--- src/wds_pkg.sv ---
package wds_pkg;

  // CORDIC datapath widths and iteration count.
  localparam int CW   = 42;
  localparam int ZW   = 28;
  localparam int ITER = 20;

  // Iterative divider widths.
  localparam int DW   = 64;
  localparam int DENW = 48;

  // Angles are degrees times 65536.
  localparam logic signed [ZW-1:0] DEG90  = 28'sd5898240;
  localparam logic signed [ZW-1:0] DEG180 = 28'sd11796480;
  localparam logic signed [ZW-1:0] DEG360 = 28'sd23592960;

  // Start vector of the rotation: the CORDIC gain correction in Q30.
  localparam logic signed [CW-1:0] CORDIC_X0 = 42'sd652034048;

  // Reciprocal of 125 scaled by 2^53 and rounded up, read as three 17-bit digits.
  // Exact for dividends below 2^50.
  localparam logic [50:0] RECIP125 = 51'd72057594037928;

  // Configuration register indexes.
  localparam logic [2:0] CFG_NEAR_SPEED = 3'd0;
  localparam logic [2:0] CFG_NEAR_TURN  = 3'd1;
  localparam logic [2:0] CFG_FAR_SPEED  = 3'd2;
  localparam logic [2:0] CFG_FAR_TURN   = 3'd3;
  localparam logic [2:0] CFG_ARRIVE     = 3'd4;
  localparam logic [2:0] CFG_LEAVE      = 3'd5;
  localparam logic [2:0] CFG_WIDE       = 3'd6;
  localparam logic [2:0] CFG_REVERSE    = 3'd7;

  typedef enum logic {
    CORDIC_ROT = 1'b0,
    CORDIC_VEC = 1'b1
  } cordic_mode_e;

  typedef struct packed {
    logic         start;
    cordic_mode_e mode;
  } cordic_req_t;

  // Arctangent of 2^-i in degrees times 65536.
  function automatic logic [ZW-1:0] atan_lut(input logic [4:0] idx);
    logic [ZW-1:0] v;
    case (idx)
      5'd0:    v = 28'd2949120;
      5'd1:    v = 28'd1740967;
      5'd2:    v = 28'd919879;
      5'd3:    v = 28'd466945;
      5'd4:    v = 28'd234379;
      5'd5:    v = 28'd117304;
      5'd6:    v = 28'd58666;
      5'd7:    v = 28'd29335;
      5'd8:    v = 28'd14668;
      5'd9:    v = 28'd7334;
      5'd10:   v = 28'd3667;
      5'd11:   v = 28'd1833;
      5'd12:   v = 28'd917;
      5'd13:   v = 28'd458;
      5'd14:   v = 28'd229;
      5'd15:   v = 28'd115;
      5'd16:   v = 28'd57;
      5'd17:   v = 28'd29;
      5'd18:   v = 28'd14;
      5'd19:   v = 28'd7;
      default: v = '0;
    endcase
    return v;
  endfunction

  // Saturate a sign and magnitude quotient to 32 bits two's complement.
  function automatic logic signed [31:0] sat32(input logic neg, input logic [DW-1:0] mag);
    logic signed [31:0] r;
    if (!neg) begin
      r = (mag > 64'h7FFF_FFFF) ? 32'sh7FFF_FFFF : $signed(mag[31:0]);
    end else begin
      r = (mag > 64'h8000_0000) ? 32'sh8000_0000 : $signed(-mag[31:0]);
    end
    return r;
  endfunction

endpackage

--- src/wds_wp_table.sv ---
module wds_wp_table
  import wds_pkg::*;
#(
  parameter int WAYPOINTS = 16,
  parameter int IW        = 4
) (
  input  logic                 clk_i,
  input  logic                 rst_ni,
  input  logic                 we_i,
  input  logic [IW-1:0]        waddr_i,
  input  logic signed [32:0]   wlon_i,
  input  logic signed [31:0]   wlat_i,
  input  logic [IW-1:0]        raddr_i,
  output logic signed [32:0]   rlon_o,
  output logic signed [31:0]   rlat_o
);

  logic signed [32:0]   mem_lon [WAYPOINTS];
  logic signed [31:0]   mem_lat [WAYPOINTS];
  logic [WAYPOINTS-1:0] vld_q;
  logic signed [32:0]   rlon_q;
  logic signed [31:0]   rlat_q;
  logic                 rv_q;

  // Entry valid bits stand for the cleared table after reset.
  always_ff @(posedge clk_i or negedge rst_ni) begin
    if (!rst_ni) begin
      vld_q <= '0;
      rv_q  <= 1'b0;
    end else begin
      if (we_i) begin
        vld_q[waddr_i] <= 1'b1;
      end
      rv_q <= vld_q[raddr_i];
    end
  end

  // Single write port, single registered read port.
  always_ff @(posedge clk_i) begin
    if (we_i) begin
      mem_lon[waddr_i] <= wlon_i;
      mem_lat[waddr_i] <= wlat_i;
    end
    rlon_q <= mem_lon[raddr_i];
    rlat_q <= mem_lat[raddr_i];
  end

  assign rlon_o = rv_q ? rlon_q : '0;
  assign rlat_o = rv_q ? rlat_q : '0;

endmodule

--- config.mk ---
export PLATFORM = sky130hd
export DESIGN_NAME = wds_wp_table
export DESIGN_NICKNAME = d
export VERILOG_FILES = /design/src/wds_pkg.sv /design/src/wds_wp_table.sv
export SDC_FILE = /design/constraint.sdc
export NUM_CORES = 1
export LEC_CHECK = 0
export BUFFER_PORTS_ARGS = -buffer_cell sky130_fd_sc_hd__buf_2
export CAP_MARGIN = 20
export CELL_PAD_IN_SITES_DETAIL_PLACEMENT = 0
export CELL_PAD_IN_SITES_GLOBAL_PLACEMENT = 2
export CORE_AREA = 8 8 312 314
export DETAILED_ROUTE_END_ITERATION = 8
export DIE_AREA = 0 0 320 322
export GPL_ROUTABILITY_DRIVEN = 1
export GPL_TIMING_DRIVEN = 1
export PLACE_DENSITY_LB_ADDON = 0.15
export SLEW_MARGIN = 20
export SYNTH_ARGS = -nofsm -noshare
export SYNTH_HDL_FRONTEND = slang
export SYNTH_SLANG_ARGS = --single-unit
--- constraint.sdc ---
create_clock -name clk_i -period 1.18 [get_ports clk_i]
set_clock_uncertainty 0.05 [all_clocks]
set_input_delay 0.177 -clock clk_i [delete_from_list [all_inputs] [get_ports clk_i]]
set_output_delay 0.177 -clock clk_i [all_outputs]
set_load 0.05 [all_outputs]
Yosys cells after proc, flatten, opt, wreduce, memory -nomap -nowiden
Memories as Yosys holds them, arrays and structs flattened. A register that Yosys moved wholly into a read port is not among the register bits.
Cells that the tools add are included.
{ "totals": {"mem_bits_rw": 1040, "regBits": 17, "n_memories": 2, "output_inout_bits": 65} }
{ "memory_table": {"columns": ["name", "words", "word_bits", "read_ports", "rd_clocked_by_memory_dff", "write_ports", "line_no", "text"], "rows": [
  ["mem_lon", 16, 33, 1, 1, 1, "wds_wp_table.sv:18", "logic signed [32:0] mem_lon [WAYPOINTS];"],
  ["mem_lat", 16, 32, 1, 1, 1, "wds_wp_table.sv:19", "logic signed [31:0] mem_lat [WAYPOINTS];"]
]} }
{ "op_classes": {"n_mux": 8, "n_reduce_logical": 1, "bitwise": 1, "order_cmp": 3} }
{ "op_table": {"columns": ["cell", "count"], "rows": [
  ["$mux 33", 1],
  ["$mux 32", 1],
  ["$or 16x16->16", 1],
  ["$lt 4x5->1 const B", 2],
  ["$bmux 1 s4", 1],
  ["$demux 1 s4", 1],
  ["$ge 4x1->1 const B", 1],
  ["$mux 1", 4],
  ["$logic_and 1x1->1", 1]
]} }

Depth between registers and ports, before layout
{ "logic_depth": {"ltp_word": 5, "depth_mapped": 6, "ltp_nobuf": 3} }

Worst setup path after synthesis
OpenSTA, ideal clock, no wires.
{ "synth_timing": {"kind": "input-to-reg", "from": "in waddr_i[2]", "to": "reg vld_q[0]", "setup_slack_ns": -4.610, "path_buffers": 0, "arrival_ns": 5.647, "setup_time_ns": 0.092, "path_stages": 3, "path_cell_list": "or3b_2 -> nor3_1 -> or2_2"} }
{ "synth_via": {"elab_chain_cells": 5, "elab_cells_between_ends": 6, "classes_between": "2 x order compare; 2 x mux; 1 x bitwise; 1 x reduce/logical"} }
{ "synth_lines": {"columns": ["item", "line_no", "text"], "rows": [
  ["start, declared", "wds_wp_table.sv:10", "input logic [IW-1:0] waddr_i,"],
  ["$lt 4x5->1 (implied by the code) / $ge 4x1->1 (equally long branches)", "wds_wp_table.sv:32", "vld_q[waddr_i] <= 1'b1;"],
  ["$logic_and 1x1->1 (implied by the code)", "wds_wp_table.sv:32", null],
  ["$mux 1 (implied by the code)", "wds_wp_table.sv:32", null],
  ["$demux 1 s4 *", "wds_wp_table.sv:32", null],
  ["$or 16x16->16 (no source line) *", null, null],
  ["end signal, assigned", "wds_wp_table.sv:28", "vld_q <= '0;"],
  ["end signal, assigned by index", "wds_wp_table.sv:32", null],
  ["end, declared", "wds_wp_table.sv:20", "logic [WAYPOINTS-1:0] vld_q;"]
]} }
Every way passes the cells marked *; elsewhere a longest branch is shown, timed or not.
A chain may end at the register's enable or synchronous reset.

Worst setup path in the final report
{ "layout_timing": {"from": "reg rv_q", "to": "out rlat_o[2]"} }
{ "layout_via": {"elab_chain_cells": 1} }
{ "layout_lines": {"columns": ["item", "line_no", "text"], "rows": [
  ["start, declared", "wds_wp_table.sv:23", "logic rv_q;"],
  ["start signal, assigned", "wds_wp_table.sv:34", "rv_q <= vld_q[raddr_i];"],
  ["$mux 32", "wds_wp_table.sv:49", "assign rlat_o = rv_q ? rlat_q : '0;"],
  ["end, declared", "wds_wp_table.sv:15", "output logic signed [31:0] rlat_o"]
]} }
Every way passes these cells.

==> run_results.csv <==
group,metric,value,unit
synthesis,synth-seq-cells,1122,
timing,slew_headroom,0.503,
die,fp.coreArea,0.0925,mm2
finish,area_growth,27.1,%
routing,wl_per_cell,28.2,um
timing,fmax,479,MHz
critical_path,cp-endpoint,"rlat_o[2]",
finish,fin_cells,3562,
routing,drt_iter0_drc,1715,
placed_design,dp_hpwl,62.2,mm
critical_path,worst_ep_required_time,950,ps
timing,finalSetupViolCount,131,
clocking,cts_buffer_depth,3,
finish,fillCellCount,6800,
critical_path,rrSetupSlack,-210,ps
synthesis,ys_types,20,
clocking,cts.sinks,1122,
clocking,clk_pin_slew,60,ps
critical_path,critPathMaxFanout,24,
routing,postRouteAntennaNets,0,
global_routing,grt_overflow,0,
synthesis,synth_fp_nets,1862,
die,num_io_pins,141,
clocking,numCtsBuffers,114,
global_routing,grt_max_degree,35,
synthesis,syn_inst,1786,
critical_path,cp-startpoint,"rv_q$_DFF_PN0_",
die,initial_core_util,0.446,
timing,tightest_slew,744,ps
finish,nNetsFinal,2342,
global_routing,grt_pass1_wl,148,mm
run,maxCapViolCount,0,
placed_design,portBuffers,140,
critical_path,critPathCaptureType,"primary output",
run_status,violations,"setup timing",
timing,drv_slew,0,
placed_design,dpl_cell_area,0.0467,mm2
power_and_ir_drop,peakVddDrop,0.00123,V
placed_design,place.gp.congestion,0.743,
global_routing,first_global_vias,21600,
synthesis,yosys_warnings,0,
timing,hold_violations,0,
timing,post-route-period-util,1.77,
synthesis,syn_avg_cell_area,23.1,um2
finish,utilization,0.567,
timing,setup_slack,-909,ps
routing,via_per_inst,5.62,
synthesis,synth_area,0.0413,mm2
synthesis,ys_seq_area_frac,0.799,
timing,rsz0062_at_grt,"true",
routing,vias,20000,
routing,drc,0,
routing,dr.pass1.iters,5,
run_status,outcome,"finished, violations left",
power_and_ir_drop,p_leak,17.4,nW
critical_path,worstRegToRegCells,3,
clocking,clk_latency,690,ps
critical_path,reg2reg_to,"rlon_q[8]$_DFF_P_",
critical_path,critical_path_class,"register to primary output",
die,die-area,0.103,mm2
die,die_h,322,um
finish,final_area,0.0524,mm2
critical_path,r2r-start,"mem_lon[8][8]$_DFFE_PP_",
clocking,cts_root_buf,"clkbuf_16",
die,num_rows,112,
clocking,cts_tree,"yes",
critical_path,startpoint_type,"register",
power_and_ir_drop,power_density,1710,mW/mm2
die,die_x,320,um
clocking,h-tree-depth,3,
worst_hold_path,hp-class,"primary input to register",
placed_design,dp_cells,3275,
critical_path,cp.arrival,1860,ps
global_routing,grt_util_all_layers,0.196,
global_routing,antenna_found_initial,4,
timing,final.min_clock_period,2090,ps
routing,wl,100,mm
finish,layout-drive-gt1-share,0.439,
## cell type report
type,instances,area [um2],share of cell area
Clock inverter,63,688,0.0131
Antenna cell,1,2.50,0.0000477
Multi-Input combinational cell,570,8680,0.166
Tap cell,1197,1500,0.0286
Clock buffer,151,3170,0.0604
Timing Repair Buffer,458,5450,0.104
Sequential cell,1122,33000,0.628
## routing by layer
| layer | up-vias | part of all wire | global-route usage |
|---|---|---|---|
| met4 | 4 | 0.019 | 0.0491 |
| met3 | 141 | 0.056 | 0.0322 |
| met1 | 10800 | 0.42 | 0.270 |
| li1 | 8516 | - | - |
| met2 | 579 | 0.50 | 0.327 |
| met5 | - | 0.00022 | 0 |
## metrics by stage
| stage | setup WS (ps) | setup TNS, ps | power [W] | hold slack, ps |
|---|---|---|---|---|
| after detailed placement | -803 | -509640 | 0.0525 | 95.7 |
| after floorplan | -1550 | -1197380 | 0.0497 | -169 |
| final | -909 | -62250 | 0.0896 | 61.7 |
| after global placement | -779 | -501610 | 0.0524 | 92.6 |
| after global routing | -945 | -68490 | 0.0925 | 61.2 |
| after CTS | -954 | -66350 | 0.0905 | 19.7 |
## what timing repair did
item | CTS | global route
hold endpoints to repair | 1057 | 0
cloned | 3 | 0
setup endpoints to repair | 131 | 131
buffers inserted | 2 | 0
gates resized for setup | 245 | 42
hold buffers | 67 | 0
pin swaps | 13 | 1
## Yosys cell counts
library cell	number	share of area
nor3_1	4	0.00049
nor2_1	13	0.0012
mux4_2	264	0.14
dfrtp_1	17	0.010
buf_1	17	0.0015
nand2b_1	2	0.00030
buf_4	16	0.0029
or3b_2	1	0.00021
buf_6	7	0.0019
nand3b_1	2	0.00036
nand2_1	67	0.0061
or2_2	16	0.0024
clkbuf_1	44	0.0040
a22oi_1	132	0.024
nor2b_1	2	0.00030
dfxtp_1	65	0.032
and2_1	66	0.010
nand3_1	1	0.00012
buf_2	10	0.0012
edfxtp_1	1040	0.76
## cells in the final DEF, fill, tap and decap left out, drive strengths merged, types with 2 or more instances in the layout
master and instances:
nor2 13, buf 391, dfxtp 65, dlygate4sd3 67
and2 66, bufinv 13, nand2 67, dfrtp 17
a22oi 132, edfxtp 1040, clkinv 42, clkinvlp 4
inv 4, nor3 4, nand3b 2, mux4 264
or2 16, nor2b 2, nand2b 2, clkbuf 151
## flip-flops by register name, indices dropped and copies added, names as in the netlist
register and cells:
mem_lat 512, rlat_q 32, rlon_q 33, mem_lon 528, vld_q 16, rv_q 1
## power by group
part,internal (W),switching (W)
clock network,0.0217,0.0150
logic,0.00372,0.00430
registers,0.0446,0.000381
total,0.0700,0.0197
## kinds of logic after synthesis
family / count (synthesis) / synth area share
mux: 264 / 0.144
simple gates: 174 / 0.0215
compound gates: 132 / 0.0240
flops: 1122 / 0.799
buf+inv: 94 / 0.0116
## worst min path at each step
stage                     slack, ps        from                   end  cells past startpoint
after floorplan                -170      rst_ni        rv_q$_DFF_PN0_                      0
after global placement           90      rst_ni  vld_q[4]$_DFFE_PN0P_                      1
after detailed placement        100      rst_ni  vld_q[4]$_DFFE_PN0P_                      1
after CTS                        20  raddr_i[2]    rlat_q[10]$_DFF_P_                      4
after global routing             60  raddr_i[2]    rlat_q[10]$_DFF_P_                      4
final                            60  raddr_i[2]    rlat_q[18]$_DFF_P_                      4
## critical path: stages (launching register included)
cell	delay, ps
dfrtp_4	500
buf_12	150
buf_12	150
and2_4	180
buf_6	140
Power figures use the tool's default switching activity.
