[config.mk]
export PLATFORM = sky130hd
export DESIGN_NAME = wds_div
export DESIGN_NICKNAME = d
export VERILOG_FILES = /design/src/wds_pkg.sv /design/src/wds_div.sv
export SDC_FILE = /design/constraint.sdc
export NUM_CORES = 1
export LEC_CHECK = 0
export ABC_AREA = 1
export BUFFER_PORTS_ARGS = -buffer_cell sky130_fd_sc_hd__buf_2
export CELL_PAD_IN_SITES_DETAIL_PLACEMENT = 1
export CELL_PAD_IN_SITES_GLOBAL_PLACEMENT = 2
export CORE_ASPECT_RATIO = 0.7
export CORE_MARGIN = 2
export CORE_UTILIZATION = 36
export DETAILED_ROUTE_END_ITERATION = 12
export GPL_TIMING_DRIVEN = 1
export PLACE_DENSITY = 0.92
export SKIP_CTS_REPAIR_TIMING = 1
export SYNTH_ARGS = -nofsm -noshare
export SYNTH_HDL_FRONTEND = slang
export SYNTH_SLANG_ARGS = --single-unit
[constraint.sdc]
create_clock -name clk_i -period 8 [get_ports clk_i]
set_clock_uncertainty 0.05 [all_clocks]
set_input_delay 0.4 -clock clk_i [delete_from_list [all_inputs] [get_ports clk_i]]
set_output_delay 0.4 -clock clk_i [all_outputs]
set_load 0.03 [all_outputs]
[src/wds_pkg.sv]
package wds_pkg;

  // CORDIC datapath widths and iteration count.
  localparam int CW   = 42;
  localparam int ZW   = 28;
  localparam int ITER = 20;

  // Iterative divider widths.
  localparam int DW   = 64;
  localparam int DENW = 48;

  // Angles are degrees times 65536.
  localparam logic signed [ZW-1:0] DEG90  = 28'sd5898240;
  localparam logic signed [ZW-1:0] DEG180 = 28'sd11796480;
  localparam logic signed [ZW-1:0] DEG360 = 28'sd23592960;

  // Start vector of the rotation: the CORDIC gain correction in Q30.
  localparam logic signed [CW-1:0] CORDIC_X0 = 42'sd652034048;

  // Reciprocal of 125 scaled by 2^53 and rounded up, read as three 17-bit digits.
  // Exact for dividends below 2^50.
  localparam logic [50:0] RECIP125 = 51'd72057594037928;

  // Configuration register indexes.
  localparam logic [2:0] CFG_NEAR_SPEED = 3'd0;
  localparam logic [2:0] CFG_NEAR_TURN  = 3'd1;
  localparam logic [2:0] CFG_FAR_SPEED  = 3'd2;
  localparam logic [2:0] CFG_FAR_TURN   = 3'd3;
  localparam logic [2:0] CFG_ARRIVE     = 3'd4;
  localparam logic [2:0] CFG_LEAVE      = 3'd5;
  localparam logic [2:0] CFG_WIDE       = 3'd6;
  localparam logic [2:0] CFG_REVERSE    = 3'd7;

  typedef enum logic {
    CORDIC_ROT = 1'b0,
    CORDIC_VEC = 1'b1
  } cordic_mode_e;

  typedef struct packed {
    logic         start;
    cordic_mode_e mode;
  } cordic_req_t;

  // Arctangent of 2^-i in degrees times 65536.
  function automatic logic [ZW-1:0] atan_lut(input logic [4:0] idx);
    logic [ZW-1:0] v;
    case (idx)
      5'd0:    v = 28'd2949120;
      5'd1:    v = 28'd1740967;
      5'd2:    v = 28'd919879;
      5'd3:    v = 28'd466945;
      5'd4:    v = 28'd234379;
      5'd5:    v = 28'd117304;
      5'd6:    v = 28'd58666;
      5'd7:    v = 28'd29335;
      5'd8:    v = 28'd14668;
      5'd9:    v = 28'd7334;
      5'd10:   v = 28'd3667;
      5'd11:   v = 28'd1833;
      5'd12:   v = 28'd917;
      5'd13:   v = 28'd458;
      5'd14:   v = 28'd229;
      5'd15:   v = 28'd115;
      5'd16:   v = 28'd57;
      5'd17:   v = 28'd29;
      5'd18:   v = 28'd14;
      5'd19:   v = 28'd7;
      default: v = '0;
    endcase
    return v;
  endfunction

  // Saturate a sign and magnitude quotient to 32 bits two's complement.
  function automatic logic signed [31:0] sat32(input logic neg, input logic [DW-1:0] mag);
    logic signed [31:0] r;
    if (!neg) begin
      r = (mag > 64'h7FFF_FFFF) ? 32'sh7FFF_FFFF : $signed(mag[31:0]);
    end else begin
      r = (mag > 64'h8000_0000) ? 32'sh8000_0000 : $signed(-mag[31:0]);
    end
    return r;
  endfunction

endpackage

[src/wds_div.sv]
module wds_div
  import wds_pkg::*;
(
  input  logic                 clk_i,
  input  logic                 rst_ni,
  input  logic                 start_i,
  input  logic signed [DW-1:0] num_i,
  input  logic [DENW-1:0]      den_i,
  output logic                 done_o,
  output logic                 neg_o,
  output logic [DW-1:0]        mag_o
);

  logic [DW-1:0]   n_q, q_q;
  logic [DENW-1:0] d_q, r_q;
  logic            neg_q, busy_q, done_q;
  logic [6:0]      cnt_q;

  logic [DENW:0]   trial;
  logic            fits;

  // Restoring division, one quotient bit per cycle.
  always_comb begin
    trial = {r_q, n_q[DW-1]};
    fits  = trial >= {1'b0, d_q};
  end

  always_ff @(posedge clk_i or negedge rst_ni) begin
    if (!rst_ni) begin
      busy_q <= 1'b0;
      done_q <= 1'b0;
      cnt_q  <= '0;
    end else begin
      done_q <= 1'b0;
      if (start_i) begin
        busy_q <= 1'b1;
        cnt_q  <= '0;
      end else if (busy_q) begin
        if (cnt_q == 7'(DW - 1)) begin
          busy_q <= 1'b0;
          done_q <= 1'b1;
        end
        cnt_q <= cnt_q + 7'd1;
      end
    end
  end

  always_ff @(posedge clk_i) begin
    if (start_i) begin
      neg_q <= num_i[DW-1];
      n_q   <= num_i[DW-1] ? DW'(-num_i) : DW'(num_i);
      d_q   <= den_i;
      r_q   <= '0;
      q_q   <= '0;
    end else if (busy_q) begin
      n_q <= {n_q[DW-2:0], 1'b0};
      q_q <= {q_q[DW-2:0], fits};
      r_q <= fits ? DENW'(trial - {1'b0, d_q}) : trial[DENW-1:0];
    end
  end

  assign done_o = done_q;
  assign neg_o  = neg_q;
  assign mag_o  = q_q;

endmodule

[Word level (Yosys, flattened, before mapping)]
Index checks and enable logic that the tools add are counted.
Word-level totals
  flip-flop bits (word level): 234
  input port bits: 115
  output and inout bits: 66
  word-level logic and storage cells: 26
Cells by class
  $add $sub $neg: 3
  order comparisons: 1
  equal/unequal tests: 1
  multiplexer cells: 12
  reduce and logical (&&, ||, !) cells: 1
Operator list (count)
  $mux 64: 3
  $neg 64->64: 1
  $ge 49x48->1: 1
  $mux 48: 1
  $sub 48x48->48: 1
  $mux 7: 2
  $add 7x1->7 const B: 1
  $eq 7x6->1 const B: 1
  $mux 1: 6
  $reduce_bool 2->1: 1

[Logic depth before layout (Yosys ltp)]
  depth after elaboration: 4
  depth in mapped cells: 18
  depth with buffers taken out: 18

[Worst setup path after synthesis]
No wires, ideal clock.
  path kind: input to register
  from: input start_i
  to: register n_q[0] (enable)
  library setup time: 0.454 ns
  data arrival time: 2.712 ns
  required time: 7.496 ns
  path slack: 4.784 ns
  stages: 4
  path buffers: 2
  cells stage by stage: clkbuf_1 nor2_1 inv_1 clkbuf_1
On the way
  word-level cells in the longest chain between the ends: 1
RTL lines
  start: declaration: RTL line wds_div.sv:6  | input logic start_i,
  $reduce_bool 2->1 (no source line)
  end signal: assignment: RTL line wds_div.sv:51  | n_q <= num_i[DW-1] ? DW'(-num_i) : DW'(num_i);
  end signal: assignment: RTL line wds_div.sv:56  | n_q <= {n_q[DW-2:0], 1'b0};
  end: declaration: RTL line wds_div.sv:14  | logic [DW-1:0] n_q, q_q;
No other way between the ends.
A chain may end at the register's enable or synchronous reset.

[Final worst setup path]
  from: register d_q[23]
  to: register r_q[26]
On the way
  word-level cells in the longest chain between the ends: 2
  elaborated cells on any way between the ends: 3
  classes of those cells: 1 x add/sub; 1 x order compare; 1 x mux
RTL lines
  start: declaration: RTL line wds_div.sv:15  | logic [DENW-1:0] d_q, r_q;
  start signal: assignment: RTL line wds_div.sv:52  | d_q <= den_i;
  $sub 48x48->48 / $ge 49x48->1 (equally long branches): RTL line wds_div.sv:58, wds_div.sv:25
  $mux 48 (*): RTL line wds_div.sv:58  | r_q <= fits ? DENW'(trial - {1'b0, d_q}) : trial[DENW-1:0];
  end signal: assignment: RTL line wds_div.sv:58
  end: declaration: RTL line wds_div.sv:15
Mark *: on every way between the ends. The rest lies on a longest branch, timed or not.

==> flow_summary.json <==
{
  "placeableCoreArea_sq_um": 39610,
  "floorplan.die_area_sq_um": 41650,
  "critPathMaxStageDelay_ns": 0.77,
  "period_needed_ns": 3.653,
  "ys.warnings.count": 0,
  "timing.reg2reg.worst_path_depth": 13,
  "cellPowerDensity_nw_per_um2": 170.7,
  "fill_cells": 5020,
  "die_width_microns": 243.1,
  "clk_latency_ns": 0.58,
  "syn_avg_cell_area_sq_um": 7.105,
  "finalInstanceArea_sq_um": 17190,
  "worst_hold_path.endpoint": "n_q[0]$_SDFFCE_PN0P_",
  "cts-buffers-inserted": 26,
  "crit_required_ns": 8.40,
  "outcome": "complete, no violations",
  "initialDrtViolationCount": 908,
  "placed_area_sq_um": 15800,
  "clock_path_buffers": 3,
  "chipHeight_microns": 171.3,
  "crit_slowest_cell": "sky130_fd_sc_hd__nand3_4",
  "r2r-start": "d_q[23]$_DFFE_PP_",
  "synth-edff-count": 113,
  "most_frequent_cell_after_synthesis": "sky130_fd_sc_hd__nand2_1",
  "ant_nets": 0,
  "synth.yosys.seq_area_share_pct": 40.69,
  "io_pins": 181,
  "tritoncts": "done",
  "finalNetCount": 2400,
  "clkSlewWorstSetupHoldPaths_ns": 0.06,
  "post-synth-top-area-fraction_pct": 23.56,
  "final-setup-viol-count": 0,
  "hold_path.startpoint": "num_i[0]",
  "hold-path-cell-count": 3,
  "pre_cts_ws_ns": 4.464,
  "fmax_mhz": 273.7,
  "synth.cells.most_frequent": "sky130_fd_sc_hd__nand2_1 (573), sky130_fd_sc_hd__inv_1 (320), sky130_fd_sc_hd__nor2_1 (204), sky130_fd_sc_hd__edfxtp_1 (113), sky130_fd_sc_hd__dfxtp_1 (112)",
  "vdd.ir_drop.worst_v": 0.0001382,
  "drcViolationCount": 0,
  "total_clock_sinks": 234,
  "grt_usage_pct": 23.98,
  "area_overhead_of_the_layout_relative_to_synthesis_pct": 19.38,
  "crit_path_cell_trace": "inv_1 -> ha_1 -> nand2_1 -> inv_2 -> a21oi_1 -> nand2_1 -> nand2_1 -> nand2_1 -> a21oi_1 -> nand3_4 -> or2_1 -> nand3_1 -> nand2_1",
  "grt_first_pass_wirelength_mm": 78.92,
  "avgViaCountPerCell": 5.051,
  "timing.final.crit_share_pct": 45.67,
  "finalHoldViolCount": 0,
  "synthesis.instances": 2027,
  "timing.critical_path.mode_cell": "sky130_fd_sc_hd__nand2_1",
  "grt.overflow.total": 0,
  "grt_start_max_net_pins": 97,
  "rows": 61,
  "vias_in_the_first_global_route": 14100,
  "layout-drive-gt1-share_pct": 11.90,
  "grt_antenna_before_repair": 0,
  "ys_types": 42,
  "r2r_slack_ns": 4.35,
  "critical_path.endpoint_type": "flip-flop",
  "synth_top_area_cell": "sky130_fd_sc_hd__edfxtp_1",
  "worstPathMaxFanout": 96,
  "cts_htree_levels": 1,
  "hold_path.class": "input port to flip-flop",
  "max-slew-margin-rel_pct": 20.04,
  "syn-cell-area_sq_um": 14400,
  "antennaDiodeCount": 0,
  "gp_congestion": 0.9506,
  "clk_root_buffer_cell": "sky130_fd_sc_hd__clkbuf_16",
  "floorplan.initialDensity_pct": 36.36,
  "critical_path.startpoint_type": "flip-flop",
  "worst-setup-path-type": "flip-flop to flip-flop",
  "tightestPinTransition_ns": 1.197,
  "hold_slack_ns": 0.04840,
  "worst_slack_ns": 4.347,
  "ys_async_sr_fraction_pct": 3.846,
  "maxSlewViolCount": 0,
  "critical_register_to_register_path_endpoint": "r_q[26]$_SDFFE_PP0P_",
  "finalSetupTns_ns": 0,
  "post-dp-hpwl_mm": 38.91,
  "critical_path_data_arrival_time_ns": 4.05,
  "synth_fp_nets": 2193,
  "drt_first_pass_iters": 5,
  "cap_viol_max_count": 0,
  "detailroute.via_count": 14080,
  "ys_top_cells_by_area": "sky130_fd_sc_hd__edfxtp_1 (24%), sky130_fd_sc_hd__dfxtp_1 (16%), sky130_fd_sc_hd__nand2_1 (15%)",
  "ys_ff_latch": 234,
  "wl_per_cell_microns": 18.16,
  "static_leak_nw": 8.095,
  "postSynth.topFlopCell": "sky130_fd_sc_hd__edfxtp_1",
  "routed_wirelength_mm": 50.63,
  "portBuffers": 180,
  "rsz_0062_raised_after_global_routing": "false"
}
## logic make-up after synthesis
kind of cell | share of synthesized area (%)
simple gates | 28.78
buf+inv | 10.37
compound gates | 11.60
flops | 40.69
xor+xnor | 4.074
fa+ha+maj | 4.483
## through the flow
step,util (%),power (W),instances
2_1_floorplan,-,0.001550,2027
3_3_place_gp,39.89,0.001663,2692
3_5_place_dp,39.89,0.001675,2692
4_1_cts,42.17,0.002956,2739
5_1_grt,43.41,0.003062,2788
6_report,43.41,0.002936,2788
## worst max-delay path, delay by kind of cell, from the launching register on
kind,cells,cell delay (ns)
and+or+nand+nor,8,2.04
AOI/OAI and AO/OA,2,0.53
DFF,1,0.37
adders and majority gates,1,0.28
buffers and inverters,2,0.13
## layout make-up
class                           instances  area (sq um)  area share [%]
Multi-Input combinational cell       1406          7071           41.12
Inverter                              329          1237           7.197
Clock buffer                           33         749.5           4.359
Sequential cell                       234          5861           34.09
Tap cell                              535         669.4           3.893
Clock inverter                         14         152.6          0.8878
Timing Repair Buffer                  237          1454           8.456
## registers in the layout, summed over array words and instances (netlist names)
register	flops
r_q	48
neg_o	1
done_o	1
d_q	48
cnt_q	7
busy_q	1
n_q	64
mag_o	64
## cells in the final DEF, fill, tap and decap left out, types with 4 or more instances in the layout
cell                            count
sky130_fd_sc_hd__clkinv_2           6
sky130_fd_sc_hd__or2_2              4
sky130_fd_sc_hd__nand3_1          105
sky130_fd_sc_hd__nand2_1          573
sky130_fd_sc_hd__edfxtp_1         113
sky130_fd_sc_hd__a21oi_1           68
sky130_fd_sc_hd__o21ai_0           88
sky130_fd_sc_hd__nor4_1             5
sky130_fd_sc_hd__inv_1            317
sky130_fd_sc_hd__dfrtp_1            9
sky130_fd_sc_hd__clkbuf_16         28
sky130_fd_sc_hd__nor2_2             8
sky130_fd_sc_hd__dlygate4sd3_1     49
sky130_fd_sc_hd__inv_2             10
sky130_fd_sc_hd__o21bai_1           7
sky130_fd_sc_hd__nor3_1            18
sky130_fd_sc_hd__a31oi_1           29
sky130_fd_sc_hd__buf_4              9
sky130_fd_sc_hd__dfxtp_1          112
sky130_fd_sc_hd__o22ai_1           63
sky130_fd_sc_hd__xor2_1            36
sky130_fd_sc_hd__ha_1              50
sky130_fd_sc_hd__xnor2_1           31
sky130_fd_sc_hd__buf_2            179
sky130_fd_sc_hd__o21ai_1           22
sky130_fd_sc_hd__nor2_1           202
sky130_fd_sc_hd__or2_1             18
sky130_fd_sc_hd__nand4_1           35
sky130_fd_sc_hd__nand3b_1           7
sky130_fd_sc_hd__o211ai_1          13
## worst max path at each step
stage | start | to | cells past startpoint
after CTS | d_q[27]$_DFFE_PP_ | r_q[35]$_SDFFE_PP0P_ | 15
after global placement | d_q[27]$_DFFE_PP_ | r_q[34]$_SDFFE_PP0P_ | 15
after global routing | d_q[23]$_DFFE_PP_ | r_q[20]$_SDFFE_PP0P_ | 12
after floorplan | start_i | n_q[0]$_SDFFCE_PN0P_ | 4
final | d_q[23]$_DFFE_PP_ | r_q[26]$_SDFFE_PP0P_ | 13
after detailed placement | d_q[23]$_DFFE_PP_ | r_q[34]$_SDFFE_PP0P_ | 13
## routing by layer
layer / GRT usage [%] / share of wire (%)
met1: 36.34 / 52
met2: 36.15 / 41
met3: 3.308 / 4.6
met4: 4.748 / 1.9
met5: 0 / 0
## report_power, final
group	total (W)	switching, W	leakage (nW)	internal, W
clock network	0.00127	0.000533	0.447	0.000732
logic	0.000329	0.000211	5.46	0.000117
registers	0.00134	0.0000184	2.19	0.00132
(Power assumes the default switching activity.)
