## src/wds_pkg.sv

```systemverilog
package wds_pkg;

  // CORDIC datapath widths and iteration count.
  localparam int CW   = 42;
  localparam int ZW   = 28;
  localparam int ITER = 20;

  // Iterative divider widths.
  localparam int DW   = 64;
  localparam int DENW = 48;

  // Angles are degrees times 65536.
  localparam logic signed [ZW-1:0] DEG90  = 28'sd5898240;
  localparam logic signed [ZW-1:0] DEG180 = 28'sd11796480;
  localparam logic signed [ZW-1:0] DEG360 = 28'sd23592960;

  // Start vector of the rotation: the CORDIC gain correction in Q30.
  localparam logic signed [CW-1:0] CORDIC_X0 = 42'sd652034048;

  // Reciprocal of 125 scaled by 2^53 and rounded up, read as three 17-bit digits.
  // Exact for dividends below 2^50.
  localparam logic [50:0] RECIP125 = 51'd72057594037928;

  // Configuration register indexes.
  localparam logic [2:0] CFG_NEAR_SPEED = 3'd0;
  localparam logic [2:0] CFG_NEAR_TURN  = 3'd1;
  localparam logic [2:0] CFG_FAR_SPEED  = 3'd2;
  localparam logic [2:0] CFG_FAR_TURN   = 3'd3;
  localparam logic [2:0] CFG_ARRIVE     = 3'd4;
  localparam logic [2:0] CFG_LEAVE      = 3'd5;
  localparam logic [2:0] CFG_WIDE       = 3'd6;
  localparam logic [2:0] CFG_REVERSE    = 3'd7;

  typedef enum logic {
    CORDIC_ROT = 1'b0,
    CORDIC_VEC = 1'b1
  } cordic_mode_e;

  typedef struct packed {
    logic         start;
    cordic_mode_e mode;
  } cordic_req_t;

  // Arctangent of 2^-i in degrees times 65536.
  function automatic logic [ZW-1:0] atan_lut(input logic [4:0] idx);
    logic [ZW-1:0] v;
    case (idx)
      5'd0:    v = 28'd2949120;
      5'd1:    v = 28'd1740967;
      5'd2:    v = 28'd919879;
      5'd3:    v = 28'd466945;
      5'd4:    v = 28'd234379;
      5'd5:    v = 28'd117304;
      5'd6:    v = 28'd58666;
      5'd7:    v = 28'd29335;
      5'd8:    v = 28'd14668;
      5'd9:    v = 28'd7334;
      5'd10:   v = 28'd3667;
      5'd11:   v = 28'd1833;
      5'd12:   v = 28'd917;
      5'd13:   v = 28'd458;
      5'd14:   v = 28'd229;
      5'd15:   v = 28'd115;
      5'd16:   v = 28'd57;
      5'd17:   v = 28'd29;
      5'd18:   v = 28'd14;
      5'd19:   v = 28'd7;
      default: v = '0;
    endcase
    return v;
  endfunction

  // Saturate a sign and magnitude quotient to 32 bits two's complement.
  function automatic logic signed [31:0] sat32(input logic neg, input logic [DW-1:0] mag);
    logic signed [31:0] r;
    if (!neg) begin
      r = (mag > 64'h7FFF_FFFF) ? 32'sh7FFF_FFFF : $signed(mag[31:0]);
    end else begin
      r = (mag > 64'h8000_0000) ? 32'sh8000_0000 : $signed(-mag[31:0]);
    end
    return r;
  endfunction

endpackage

```

## src/wds_cordic.sv

```systemverilog
module wds_cordic
  import wds_pkg::*;
(
  input  logic                 clk_i,
  input  logic                 rst_ni,
  input  cordic_req_t          req_i,
  input  logic signed [CW-1:0] x_i,
  input  logic signed [CW-1:0] y_i,
  input  logic signed [ZW-1:0] z_i,
  output logic                 done_o,
  output logic signed [CW-1:0] x_o,
  output logic signed [ZW-1:0] z_o
);

  logic signed [CW-1:0] x_q, y_q;
  logic signed [ZW-1:0] z_q;
  logic [4:0]           it_q;
  logic                 busy_q, done_q, zero_q;
  cordic_mode_e         mode_q;

  logic signed [CW-1:0] xs, ys;
  logic signed [ZW-1:0] at;
  logic                 down;

  // One micro-rotation per cycle; rotation steers by the sign of z, vectoring by the sign of y.
  always_comb begin
    xs   = x_q >>> it_q;
    ys   = y_q >>> it_q;
    at   = $signed(atan_lut(it_q));
    down = (mode_q == CORDIC_ROT) ? (z_q >= 0) : (y_q <= 0);
  end

  // Control: iteration counter and done pulse.
  always_ff @(posedge clk_i or negedge rst_ni) begin
    if (!rst_ni) begin
      busy_q <= 1'b0;
      done_q <= 1'b0;
      it_q   <= '0;
    end else begin
      done_q <= 1'b0;
      if (req_i.start) begin
        busy_q <= 1'b1;
        it_q   <= '0;
      end else if (busy_q) begin
        if (it_q == 5'(ITER - 1)) begin
          busy_q <= 1'b0;
          done_q <= 1'b1;
        end
        it_q <= it_q + 5'd1;
      end
    end
  end

  // Datapath: load with the vectoring half-plane fold, then iterate.
  always_ff @(posedge clk_i) begin
    if (req_i.start) begin
      mode_q <= req_i.mode;
      zero_q <= (req_i.mode == CORDIC_VEC) && (x_i == 0) && (y_i == 0);
      if (req_i.mode == CORDIC_ROT) begin
        x_q <= x_i;
        y_q <= y_i;
        z_q <= z_i;
      end else if (x_i < 0) begin
        x_q <= -x_i;
        y_q <= -y_i;
        z_q <= (y_i >= 0) ? DEG180 : -DEG180;
      end else begin
        x_q <= x_i;
        y_q <= y_i;
        z_q <= '0;
      end
    end else if (busy_q) begin
      if (down) begin
        x_q <= x_q - ys;
        y_q <= y_q + xs;
        z_q <= z_q - at;
      end else begin
        x_q <= x_q + ys;
        y_q <= y_q - xs;
        z_q <= z_q + at;
      end
    end
  end

  assign done_o = done_q;
  assign x_o    = zero_q ? '0 : x_q;
  assign z_o    = zero_q ? '0 : z_q;

endmodule

```

## config.mk

```make
export PLATFORM = sky130hd
export DESIGN_NAME = wds_cordic
export DESIGN_NICKNAME = d
export VERILOG_FILES = /design/src/wds_pkg.sv /design/src/wds_cordic.sv
export SDC_FILE = /design/constraint.sdc
export NUM_CORES = 1
export LEC_CHECK = 0
export BUFFER_PORTS_ARGS = -buffer_cell sky130_fd_sc_hd__buf_4
export CORE_AREA = 3 3 168 334
export CTS_BUF_LIST = sky130_fd_sc_hd__clkbuf_16
export CTS_CLUSTER_DIAMETER = 150
export DETAILED_ROUTE_END_ITERATION = 6
export DIE_AREA = 0 0 171 337
export REMOVE_ABC_BUFFERS = 1
export SLEW_MARGIN = 20
export SYNTH_ARGS = -nofsm -noshare
export SYNTH_HDL_FRONTEND = slang
export SYNTH_SLANG_ARGS = --single-unit
```

## constraint.sdc

```tcl
create_clock -name clk_i -period 9 [get_ports clk_i]
set_input_delay 1.8 -clock clk_i [delete_from_list [all_inputs] [get_ports clk_i]]
set_output_delay 1.8 -clock clk_i [all_outputs]
set_load 0.005 [all_outputs]
```

# Word level (Yosys, flattened, before mapping)
# Memories as Yosys holds them, arrays and structs flattened.
# Cells that the tools add are included.
[word_totals]
romBits = 704
mem_count = 1
input_bits = 116
reg_bits = 121
[mem_list]
columns = ["name", "depth", "width", "read_ports", "rd_ports_with_merged_regs", "write_ports", "line", "text"]
rows = [
  ["(name not given)", 32, 22, 1, 0, 0, "wds_pkg.sv:47", "case (idx)"],
]
[classes]
magnitude_cmp = 4
add_sub_neg = 9
shifts = 2
muxes = 27
n_eq_ne = 1
reduce_logical = 5
[ops]
columns = ["cell", "n"]
rows = [
  ["$mux 42", 11],
  ["$mux 28", 7],
  ["$add 42x42->42", 2],
  ["$logic_not 42->1", 2],
  ["$neg 42->42", 2],
  ["$sshr 42x5->42", 2],
  ["$sub 42x42->42", 2],
  ["$ge 42x1->1 const B", 1],
  ["$le 42x1->1 const B", 1],
  ["$lt 42x1->1 const B", 1],
  ["$add 28x28->28", 1],
  ["$ge 28x1->1 const B", 1],
  ["$sub 28x28->28", 1],
  ["$mux 5", 2],
  ["$mux 1", 7],
  ["$add 5x1->5 const B", 1],
  ["$eq 5x5->1 const B", 1],
  ["$logic_and 1x1->1", 2],
  ["$reduce_bool 2->1", 1],
]

# Longest topological paths before layout
# Gate-level depths: netlist (run 1).
[depth]
ltp_word = 5
mapped_depth = 29
ltp_nobuf = 24

# Worst setup path before layout (run 1)
# OpenSTA, ideal clock, no wires.
[synth_path]
path_type = "register -> register"
from = "register it_q[0]"
to = "register z_q[27], data pin"
synth_period_minus_slack_ns = 6.332
t_arrival_ns = 6.064
path_slack_ns = 2.668
path_buffers = 6
path_stages_with_launch = 29
required_time_ns = 8.731
path_cell_list = "dfrtp_1 -> buf_4 -> buf_6 -> inv_1 -> buf_6 -> buf_2 -> buf_2 -> buf_4 -> ha_1 -> nor2b_1 -> o21ai_0 -> a31oi_1 -> a311oi_1 -> nand4_1 -> or3_1 -> or3_1 -> nor3_1 -> a21o_1 -> xnor2_1 -> ha_1 -> and3_1 -> nand2_1 -> o21ai_0 -> a22o_1 -> nor2_1 -> a211o_1 -> o21ai_0 -> xnor2_1 -> o21ai_0"
[synth_via]
elab_chain_cells = 5
[synth_rtl]
columns = ["element", "line", "text"]
rows = [
  ["start, declared", "wds_cordic.sv:17", "logic [4:0] it_q;"],
  ["start signal, assigned", "wds_cordic.sv:49", "it_q <= it_q + 5'd1;"],
  ["$mem_v2 32x22 (*)", "-", ""],
  ["$add 28x28->28 / $sub 28x28->28 (equally long branches)", "wds_cordic.sv:80, wds_cordic.sv:76", ""],
  ["$mux 28 (*)", "wds_cordic.sv:73", "if (down) begin"],
  ["$mux 28 (*)", "wds_cordic.sv:72", "end else if (busy_q) begin"],
  ["$mux 28 (*)", "wds_cordic.sv:56", "if (req_i.start) begin"],
  ["end signal, assigned", "wds_cordic.sv:62", "z_q <= z_i;"],
  ["end signal, assigned", "wds_cordic.sv:76", "z_q <= z_q - at;"],
  ["end signal, assigned", "wds_cordic.sv:80", "z_q <= z_q + at;"],
  ["end, declared", "wds_cordic.sv:16", "logic signed [ZW-1:0] z_q;"],
]
# Mark *: on every way between the ends. The rest lies on a longest branch, timed or not. The select of a mux whose other input is x is not followed.
# A chain may end at the register's enable or synchronous reset.

# Worst setup path after layout (run 1)
[layout_path]
from = "register it_q[1]"
to = "register x_q[41], data pin"
[layout_via]
elab_chain_cells = 5
[layout_rtl]
columns = ["element", "line", "text"]
rows = [
  ["$sshr 42x5->42 (*)", "wds_cordic.sv:28", "ys = y_q >>> it_q;"],
  ["$add 42x42->42 / $sub 42x42->42 (equally long branches)", "wds_cordic.sv:78, wds_cordic.sv:74", ""],
  ["$mux 42 (*)", "wds_cordic.sv:73", ""],
  ["$mux 42 (*)", "wds_cordic.sv:72", ""],
  ["$mux 42 (*)", "wds_cordic.sv:56", ""],
  ["end signal, assigned", "wds_cordic.sv:60", "x_q <= x_i;"],
  ["end signal, assigned", "wds_cordic.sv:74", "x_q <= x_q - ys;"],
  ["end signal, assigned", "wds_cordic.sv:78", "x_q <= x_q + ys;"],
  ["end, declared", "wds_cordic.sv:15", "logic signed [CW-1:0] x_q, y_q;"],
]
# Marks and branches as above.

==> results of run 1 <==
## how the worst max path moves through the flow
stage | from | depth (start not counted) | slack (ns) | to
2_1_floorplan | it_q[0] | 20 | -1.47 | x_q[41]
5_1_grt | it_q[1] | 22 | 0.76 | x_q[41]
4_1_cts | it_q[1] | 23 | 1.20 | x_q[41]
3_5_place_dp | it_q[1] | 23 | 1.26 | x_q[41]
3_3_place_gp | it_q[1] | 23 | 1.38 | x_q[41]
6_report | it_q[1] | 23 | 1.05 | x_q[41]
## cells in the mapped netlist, drive strengths merged, types with 14 or more instances
| cell | count |
|---|---|
| nand2 | 213 |
| nand4 | 31 |
| and2 | 23 |
| o31ai | 33 |
| xnor2 | 140 |
| a21oi | 235 |
| buf | 79 |
| a22o | 14 |
| mux2i | 80 |
| clkbuf | 78 |
| ha | 127 |
| a31oi | 38 |
| nand2b | 38 |
| o22ai | 15 |
| nand3 | 40 |
| mux4 | 89 |
| o21ai | 186 |
| nor3 | 66 |
| inv | 59 |
| o21bai | 15 |
| nor2 | 210 |
| mux2 | 55 |
| and3 | 30 |
| a21o | 65 |
| nor2b | 97 |
| a211oi | 22 |
| nor4 | 30 |
| or3 | 26 |
| a22oi | 18 |
| xor2 | 120 |
| edfxtp | 114 |
| o21a | 21 |
| o211ai | 17 |
## layer usage
layer  global-route usage [%]  vias to the layer above  wire length [microns]
li1                         -                    10232                      -
met1                     34.6                    11113                  34200
met2                     66.0                     1126                  54800
met3                     5.24                      450                   5740
met4                     32.4                        0                  11700
met5                        0                        -                      0
## cell type report
| cell class | instances | area (sq um) |
|---|---|---|
| diodes | 3 | 7.51 |
| repair buffers | 297 | 2310 |
| clock buffers | 17 | 425 |
| fillers | 5460 | 29200 |
| clock inverters | 15 | 176 |
| flip-flops and latches | 121 | 3610 |
| well taps | 671 | 840 |
| inverters | 59 | 221 |
| multi-input cells | 2282 | 16900 |
## logic make-up after synthesis
kind of cell    Yosys count  synth area share [%]
xor+xnor                260                  10.6
fa+ha+maj               130                  7.68
buf+inv                 216                  4.57
compound gates          804                  24.0
simple gates            864                  20.2
mux                     224                  16.1
flops                   121                  16.8
## flip-flops by register name, summed over array words and instances (netlist names)
signal / cells
busy_q: 1
done_o: 1
it_q: 5
mode_q: 1
x_q: 42
y_q: 42
z_q: 28
zero_q: 1
## power by group
| group | leakage [uW] | switching, uW | internal [uW] |
|---|---|---|---|
| combinational | 0.00835 | 5670 | 4160 |
| clock | 0.000296 | 362 | 420 |
| sequential | 0.00131 | 686 | 1090 |
| total | 0.00995 | 6720 | 5670 |
## stage by stage
step           total power, uW  instance area (sq um)
4_1_cts                  12200                  24500
5_1_grt                  13200                  24500
3_3_place_gp             11200                  23900
2_1_floorplan             8160                  20700
6_report                 12400                  24500
3_5_place_dp             11300                  23900
## worst reg2reg max path, stage by stage, from the launching register on
cell	delay (ns)
dfrtp_4	1.04
buf_4	0.50
mux2_2	0.39
a22oi_1	0.42
nor2_1	0.14
a2111oi_4	0.53
nand4b_4	0.17
or4_4	0.58
or3_1	0.40
buf_4	0.18
nand2_1	0.09
xnor2_1	0.18
ha_1	0.39
nand4_1	0.14
and3_1	0.23
o21ai_0	0.14
a2111oi_0	0.37
a21oi_1	0.29
o41ai_1	0.35
buf_4	0.20
nor3_1	0.08
o41ai_1	0.46
a311oi_1	0.12
a211o_1	0.32
==> metrics.txt, run 1 <==
status=finished with violations; failing checks=design-rule violations; most common cell after layout, fill and taps aside=buf_4; post-synthesis cell area=0.0215 sq mm; post-CTS sizing=0; fin. max-slew vios=0; Finish-stage setup viols=0; worst slew pin tran=1.02 ns; number of buffers created by CTS=17; Buffers on Ports=186; Layout Utilization=45.6%; Reg2Reg Depth=23; Post-synth EDFFs=114; DRT iter0 DRCs=1797; setup TNS=0 ns; vias in the first global route=23394; hold_buf cts=0; Setup CP Type=reg -> reg; routability congestion estimate=1.01; Worst Hold End=busy_q; Reg2Reg Setup Slack=1.05 ns; fin crit share=88.3%; fin worst setup slack=1.05 ns; Crit path required time=9.23 ns; area share of the largest cell type after synthesis=15.9%; clk buf depth=2; worst hold margin=0.760 ns; CTS tree=yes; drt first pass iters=7; CP max stage delay=1.04 ns; Hold Path Stages=2; Critical Path Slowest Stage Cell=dfrtp_4; RSZ-0062 raised after global routing=no; Root Buffer=clkbuf_16; DP HPWL=83900 microns; Hold Path Class=reg -> reg; CP max FO=55; Post-Place Setup Slack=1.26 ns; sequential fraction of the synthesis area=16.8%; Placed Cells=3430; Die Area=0.0576 sq mm; startpoint type of the worst setup path=register; critical path's top delay family=compound AO/OA/AOI/OAI gates; reg2reg start=it_q[1]; Non-Filler Instances=3465; Async SR Flop Fraction=5.79%; GR Util All Layers=36.3%; Nets=3024; CP dominant cell by count=buf_4; antenna-violating nets left=0; GR Overflow Total=0; layout cells sized above 1=18.6%; drt wl/cell=30.7 microns; global-route wire length before repair=153000 microns; chip height=337 microns; row cnt=120; worst skew pair latency=0.49 ns; final hold vios=0; core area=0.0538 sq mm; synthesized area per cell=8.20 sq um; unique cell type count in the Yosys netlist=99; HP Start=busy_q; Critical R2R Capture=x_q[41]; H-tree level count=4; vias per cell=6.62; Mapped Cells=2619; postcts setup bufs=0; Final Skew=0.0207 ns; initial antenna violation count=2; Yosys reg bits=121; Synth area leaders=edfxtp_1 16%, mux4_2 8.9%, ha_1 7.4%, xnor2_1 5.7%, a21oi_1 5.5%; most frequent cells in the layout=290 x buf_4, 235 x a21oi_1, 212 x nand2_1, 209 x nor2_1, 185 x o21ai_0; DRC=2; Synth Warn #=0; Clock transition at path regs=0.08 ns; ys flop type=edfxtp_1; Cell Chain, Critical Path=buf_4 > mux2_2 > a22oi_1 > nor2_1 > a2111oi_4 > nand4b_4 > or4_4 > or3_1 > buf_4 > nand2_1 > xnor2_1 > ha_1 > nand4_1 > and3_1 > o21ai_0 > a2111oi_0 > a21oi_1 > o41ai_1 > buf_4 > nor3_1 > o41ai_1 > a311oi_1 > a211o_1; max_cap viols=0; crit path time final=7.95 ns; P per Cell Area=505 mW/mm^2; largest net degree at the start of global routing=71; Initial Util=40.0%; vias=22921; IO Pins=187; fmax=0.126 GHz; Worst Setup End Kind=register; final WL=107000 microns; Layout area overhead=14.2%; clk sinks=121; die span in x=171 microns; Peak supply drop=0.219 mV; Buf/Inv on CP=3; Yosys top cell by area=edfxtp_1; Leak Pwr=0.00995 uW; Slew HR=31.7%; CP arrival=8.18 ns
No activity file was read; power rests on OpenSTA's default activity.
==> run 2: changes to the inputs <==
--- a/config.mk
+++ b/config.mk
@@ -5,12 +5,13 @@
 export SDC_FILE = /design/constraint.sdc
 export NUM_CORES = 1
 export LEC_CHECK = 0
-export BUFFER_PORTS_ARGS = -buffer_cell sky130_fd_sc_hd__buf_4
-export CORE_AREA = 3 3 168 334
+export CAP_MARGIN = 15
+export CORE_AREA = 2 2 167 333
 export CTS_BUF_LIST = sky130_fd_sc_hd__clkbuf_16
 export CTS_CLUSTER_DIAMETER = 150
 export DETAILED_ROUTE_END_ITERATION = 6
-export DIE_AREA = 0 0 171 337
+export DIE_AREA = 0 0 169 335
+export DONT_BUFFER_PORTS = 1
 export REMOVE_ABC_BUFFERS = 1
 export SLEW_MARGIN = 20
 export SYNTH_ARGS = -nofsm -noshare
==> metrics.txt, run 2 (same netlist as run 1, synthesis figures left out) <==
CP arrival=7.99 ns; P per Cell Area=525 mW/mm^2; routability congestion estimate=1.04; largest net degree at the start of global routing=170; max_cap viols=0; row cnt=121; DP HPWL=78200 microns; Hold Path Class=reg -> reg; IO Pins=187; status=finished clean; Placed Cells=3241; final WL=100000 microns; Buffers on Ports=0; DRC=0; post-CTS sizing=0; initial antenna violation count=2; reg2reg start=it_q[1]; startpoint type of the worst setup path=register; HP Start=busy_q; antenna-violating nets left=0; drt wl/cell=30.6 microns; final hold vios=0; Initial Util=39.6%; Leak Pwr=0.00899 uW; fin. max-slew vios=0; worst slew pin tran=1.19 ns; Filler cells=5532; DRT iter0 DRCs=1846; chip height=335 microns; Nets=2830; number of buffers created by CTS=17; Non-Filler Instances=3274; core area=0.0542 sq mm; CP max stage delay=0.94 ns; worst skew pair latency=0.49 ns; Slew HR=20.6%; fin crit share=86.1%; CP max FO=52; most frequent cells in the layout=235 x a21oi_1, 212 x nand2_1, 209 x nor2_1, 185 x o21ai_0, 140 x xnor2_1; postcts setup bufs=0; Setup CP Type=reg -> reg; hold_buf cts=0; Cell Chain, Critical Path=buf_12 > mux4_2 > mux2_2 > mux2i_1 > nor2_1 > nor3_1 > nand4_1 > or3_1 > o41ai_1 > xor2_1 > ha_1 > buf_4 > nand3_1 > nor2_1 > and3_1 > a21bo_2 > a21oi_1 > buf_4 > o41ai_1 > buf_4 > nor3_1 > o41ai_1 > and2_1 > a211o_1; clk buf depth=2; most common cell after layout, fill and taps aside=a21oi_1; H-tree level count=4; vias in the first global route=22208; Root Buffer=clkbuf_16; Finish-stage setup viols=0; vias=21908; setup TNS=0 ns; Largest regs=x_q: 42 flops, y_q: 42 flops, z_q: 28 flops; layout cells sized above 1=12.4%; Power Total=12100 uW; global-route wire length before repair=144000 microns; Layout Utilization=42.5%; GR Overflow Total=0; die span in x=169 microns; Clock transition at path regs=0.07 ns; Worst Setup End Kind=register; Crit path required time=9.24 ns; RSZ-0062 raised after global routing=no; Peak supply drop=0.212 mV; CP Launch Point=it_q[1]; vias per cell=6.69; fmax=0.129 GHz; Critical Path Slowest Stage Cell=dfrtp_4; Final Skew=0.0230 ns; drt first pass iters=6; CTS tree=yes; Layout area overhead=7.23%; GR Util All Layers=34.8%; Die Area=0.0566 sq mm; crit path time final=7.75 ns; clk sinks=121
## run 2: cell types whose count changed in the layout (fill, tap and decap cells not counted), moves of 2 or more
cell,before,now
diode_2,3,1
inv_8,3,0
clkinvlp_4,1,3
inv_1,56,58
clkinv_4,1,3
buf_12,6,4
inv_6,7,3
buf_4,290,99
## run 2: path summary, 6_finish.rpt
check | cells past startpoint | slack (ns) | end
min in group asynchronous | 0 | 0.99 | it_q[0]
max | 24 | 1.25 | x_q[41]
min reg2reg | 2 | 0.72 | busy_q
max in group asynchronous | 0 | 7.90 | it_q[1]
max reg2reg | 24 | 1.25 | x_q[41]
min | 2 | 0.72 | busy_q
## run 2: worst max-delay path: cells and delay by family, from the launching register on
kind | cells | cell delay, ns
simple gates | 9 | 2.61
mux | 3 | 1.33
compound gates | 6 | 1.24
flops | 1 | 0.94
buf+inv | 4 | 0.82
fa+ha+maj | 1 | 0.33
xor+xnor | 1 | 0.14
## run 2: metal layers
layer / up-vias / track usage, % / part of all wire [%]
met1: 10679 / 33.9 / 33
met5: - / 0 / 0
met2: 1030 / 63.3 / 51
met3: 368 / 4.97 / 5.2
li1: 9831 / - / -
met4: 0 / 31.1 / 10
## run 2: layout make-up
class	instances	area, sq um	share of cell area [%]
timing repair buffer	103	823	3.57
sequential	121	3610	15.7
antenna	1	2.50	0.0109
clock inverter	15	178	0.771
multi-input combinational	2282	16900	73.5
inverter	59	221	0.961
tap	676	846	3.67
clock buffer	17	425	1.85
## run 2: power breakdown
group / switching [uW] / leakage, uW / internal [uW]
clock network: 346 / 0.000293 / 436
registers: 666 / 0.00131 / 1090
logic: 5470 / 0.00739 / 4070
total: 6480 / 0.00899 / 5600
## run 2: metrics by stage
step / hold slack, ns / worst slack (ns) / area [sq um]
global route: 0.781 / 0.778 / 23000
floorplan: 0.595 / -1.47 / 20700
finish: 0.720 / 1.25 / 23000
global placement: 0.709 / 1.45 / 22400
detailed placement: 0.698 / 1.39 / 22400
CTS: 0.714 / 1.37 / 23000
==> run 3: changes to the inputs <==
==> constraint.sdc (replaced) <==
create_clock -name clk_i -period 9 [get_ports clk_i]
set_input_delay 1.8 -clock clk_i [delete_from_list [all_inputs] [get_ports clk_i]]
set_output_delay 1.8 -clock clk_i [all_outputs]
set_load 0.1 [all_outputs]
==> metrics.txt, run 3 (same netlist as run 1, synthesis figures left out) <==
vias in the first global route=22366; max_cap viols=0; Die Area=0.0566 sq mm; startpoint type of the worst setup path=register; M3 GR Usage=5.72%; Buffers on Ports=0; chip height=335 microns; Final Skew=0.0191 ns; M1 GR Usage=32.2%; Clock transition at path regs=0.08 ns; CP max stage delay=0.97 ns; Initial Util=39.6%; Critical Path Slowest Stage Cell=dfrtp_4; final hold vios=0; Setup CP Type=reg -> reg; post-CTS sizing=0; die span in x=169 microns; DRT iter0 DRCs=1627; Non-Filler Instances=3270; worst hold margin=0.710 ns; Worst Setup End Kind=register; drt wl/cell=30.7 microns; Nets=2825; fin. max-slew vios=0; Largest regs=x_q: 42 flops, y_q: 42 flops, z_q: 28 flops; DRC=1; CP max FO=53; crit path time final=8.05 ns; largest net degree at the start of global routing=170; number of buffers created by CTS=17; Layout area overhead=7.81%; postcts setup bufs=0; hold_buf cts=0; worst slew pin tran=1.33 ns; Cell Chain, Critical Path=mux4_1 > mux2i_1 > mux2i_1 > a221oi_2 > nand3_1 > or4_4 > nor3_1 > a21oi_1 > xor2_1 > ha_1 > a21oi_1 > and3_1 > o21ai_0 > a2111oi_0 > a21oi_1 > buf_4 > o41ai_1 > buf_4 > nor3_1 > o41ai_1 > a311oi_1 > a211o_1; vias=22080; CP dominant cell by count=a21oi_1; core area=0.0542 sq mm; clk buf depth=2; Crit path required time=9.24 ns; Placed Cells=3236; Root Buffer=clkbuf_16; vias per cell=6.75; most frequent cells in the layout=235 x a21oi_1, 212 x nand2_1, 204 x nor2_1, 185 x o21ai_0, 140 x xnor2_1; GR Overflow Total=0; Layout Utilization=42.7%; H-tree level count=4; worst skew pair latency=0.48 ns; IO Pins=187; clk sinks=121; Slew HR=10.8%; GR Util All Layers=34.5%; Hold Path Class=reg -> reg; failing checks=design-rule violations; Filler cells=5479; final WL=100000 microns; met2 usage=62.9%; GR peak layer=met2; Finish-stage setup viols=0; global-route wire length before repair=144000 microns; drt first pass iters=7; fmax=0.124 GHz; RSZ-0062 raised after global routing=no; CP arrival=8.29 ns; CTS tree=yes; fin crit share=89.4%; layout cells sized above 1=14.9%; status=finished with violations; DP HPWL=77900 microns; antenna-violating nets left=0; row cnt=121; most common cell after layout, fill and taps aside=a21oi_1; routability congestion estimate=1.04; initial antenna violation count=2
-- run 3: cell types whose count changed in the layout (fill, tap and decap cells not counted) --
| cell | change |
|---|---|
| clkinvlp_4 | +2 |
| diode_2 | +1 |
| clkinv_4 | -2 |
| nor2_1 | -5 |
| inv_1 | -1 |
| buf_12 | -1 |
| buf_4 | -4 |
| nor2_2 | +5 |
| nor2b_1 | -64 |
| clkinv_2 | +1 |
| nor2b_2 | +64 |
-- run 3: worst paths after layout --
kind,from,slack (ns),depth (start not counted),endpoint
max in group asynchronous,rst_ni,7.89,0,it_q[1]
hold reg to reg,busy_q,0.71,2,busy_q
setup / recovery,it_q[1],0.95,22,x_q[41]
setup reg to reg,it_q[1],0.95,22,x_q[41]
min in group asynchronous,rst_ni,1.02,0,done_o
hold / removal,busy_q,0.71,2,busy_q
-- run 3: final cells by class --
class | instances | area, sq um | area share, %
multi-input combinational | 2282 | 17100 | 73.8
sequential | 121 | 3610 | 15.6
tap | 676 | 846 | 3.65
timing repair buffer | 98 | 773 | 3.34
clock buffer | 17 | 425 | 1.84
inverter | 59 | 221 | 0.956
clock inverter | 15 | 176 | 0.762
antenna | 2 | 5.00 | 0.0216
-- run 3: metal layers --
layer | up-vias | share of wire (%) | wire (microns)
met3 | 455 | 6.1 | 6100
met1 | 10635 | 32 | 32200
met4 | 0 | 11 | 11000
met5 | - | 0 | 0
met2 | 1151 | 51 | 51000
li1 | 9839 | - | -
-- run 3: stage by stage --
stage / setup TNS, ns / worst slack (ns) / cell area [sq um]
2_1_floorplan: -43.45 / -1.47 / 20700
3_3_place_gp: 0 / 1.33 / 22600
3_5_place_dp: 0 / 1.24 / 22600
4_1_cts: 0 / 1.23 / 23200
5_1_grt: 0 / 0.576 / 23200
6_report: 0 / 0.952 / 23200
-- run 3: critical path, delay by kind of cell, from the launching register on --
family | cells | cell delay (ns)
AO/OA/AOI/OAI | 10 | 2.63
XOR/XNOR | 1 | 0.37
adder cells (fa/ha/maj) | 1 | 0.39
buffers and inverters | 2 | 0.38
flip-flops | 1 | 0.97
multiplexers | 3 | 1.68
AND/OR/NAND/NOR | 5 | 1.37
Power of run 3 is left out: the tool's default activity adds up to more than one toggle a clock period on the data nets, which glitch-free logic cannot reach.
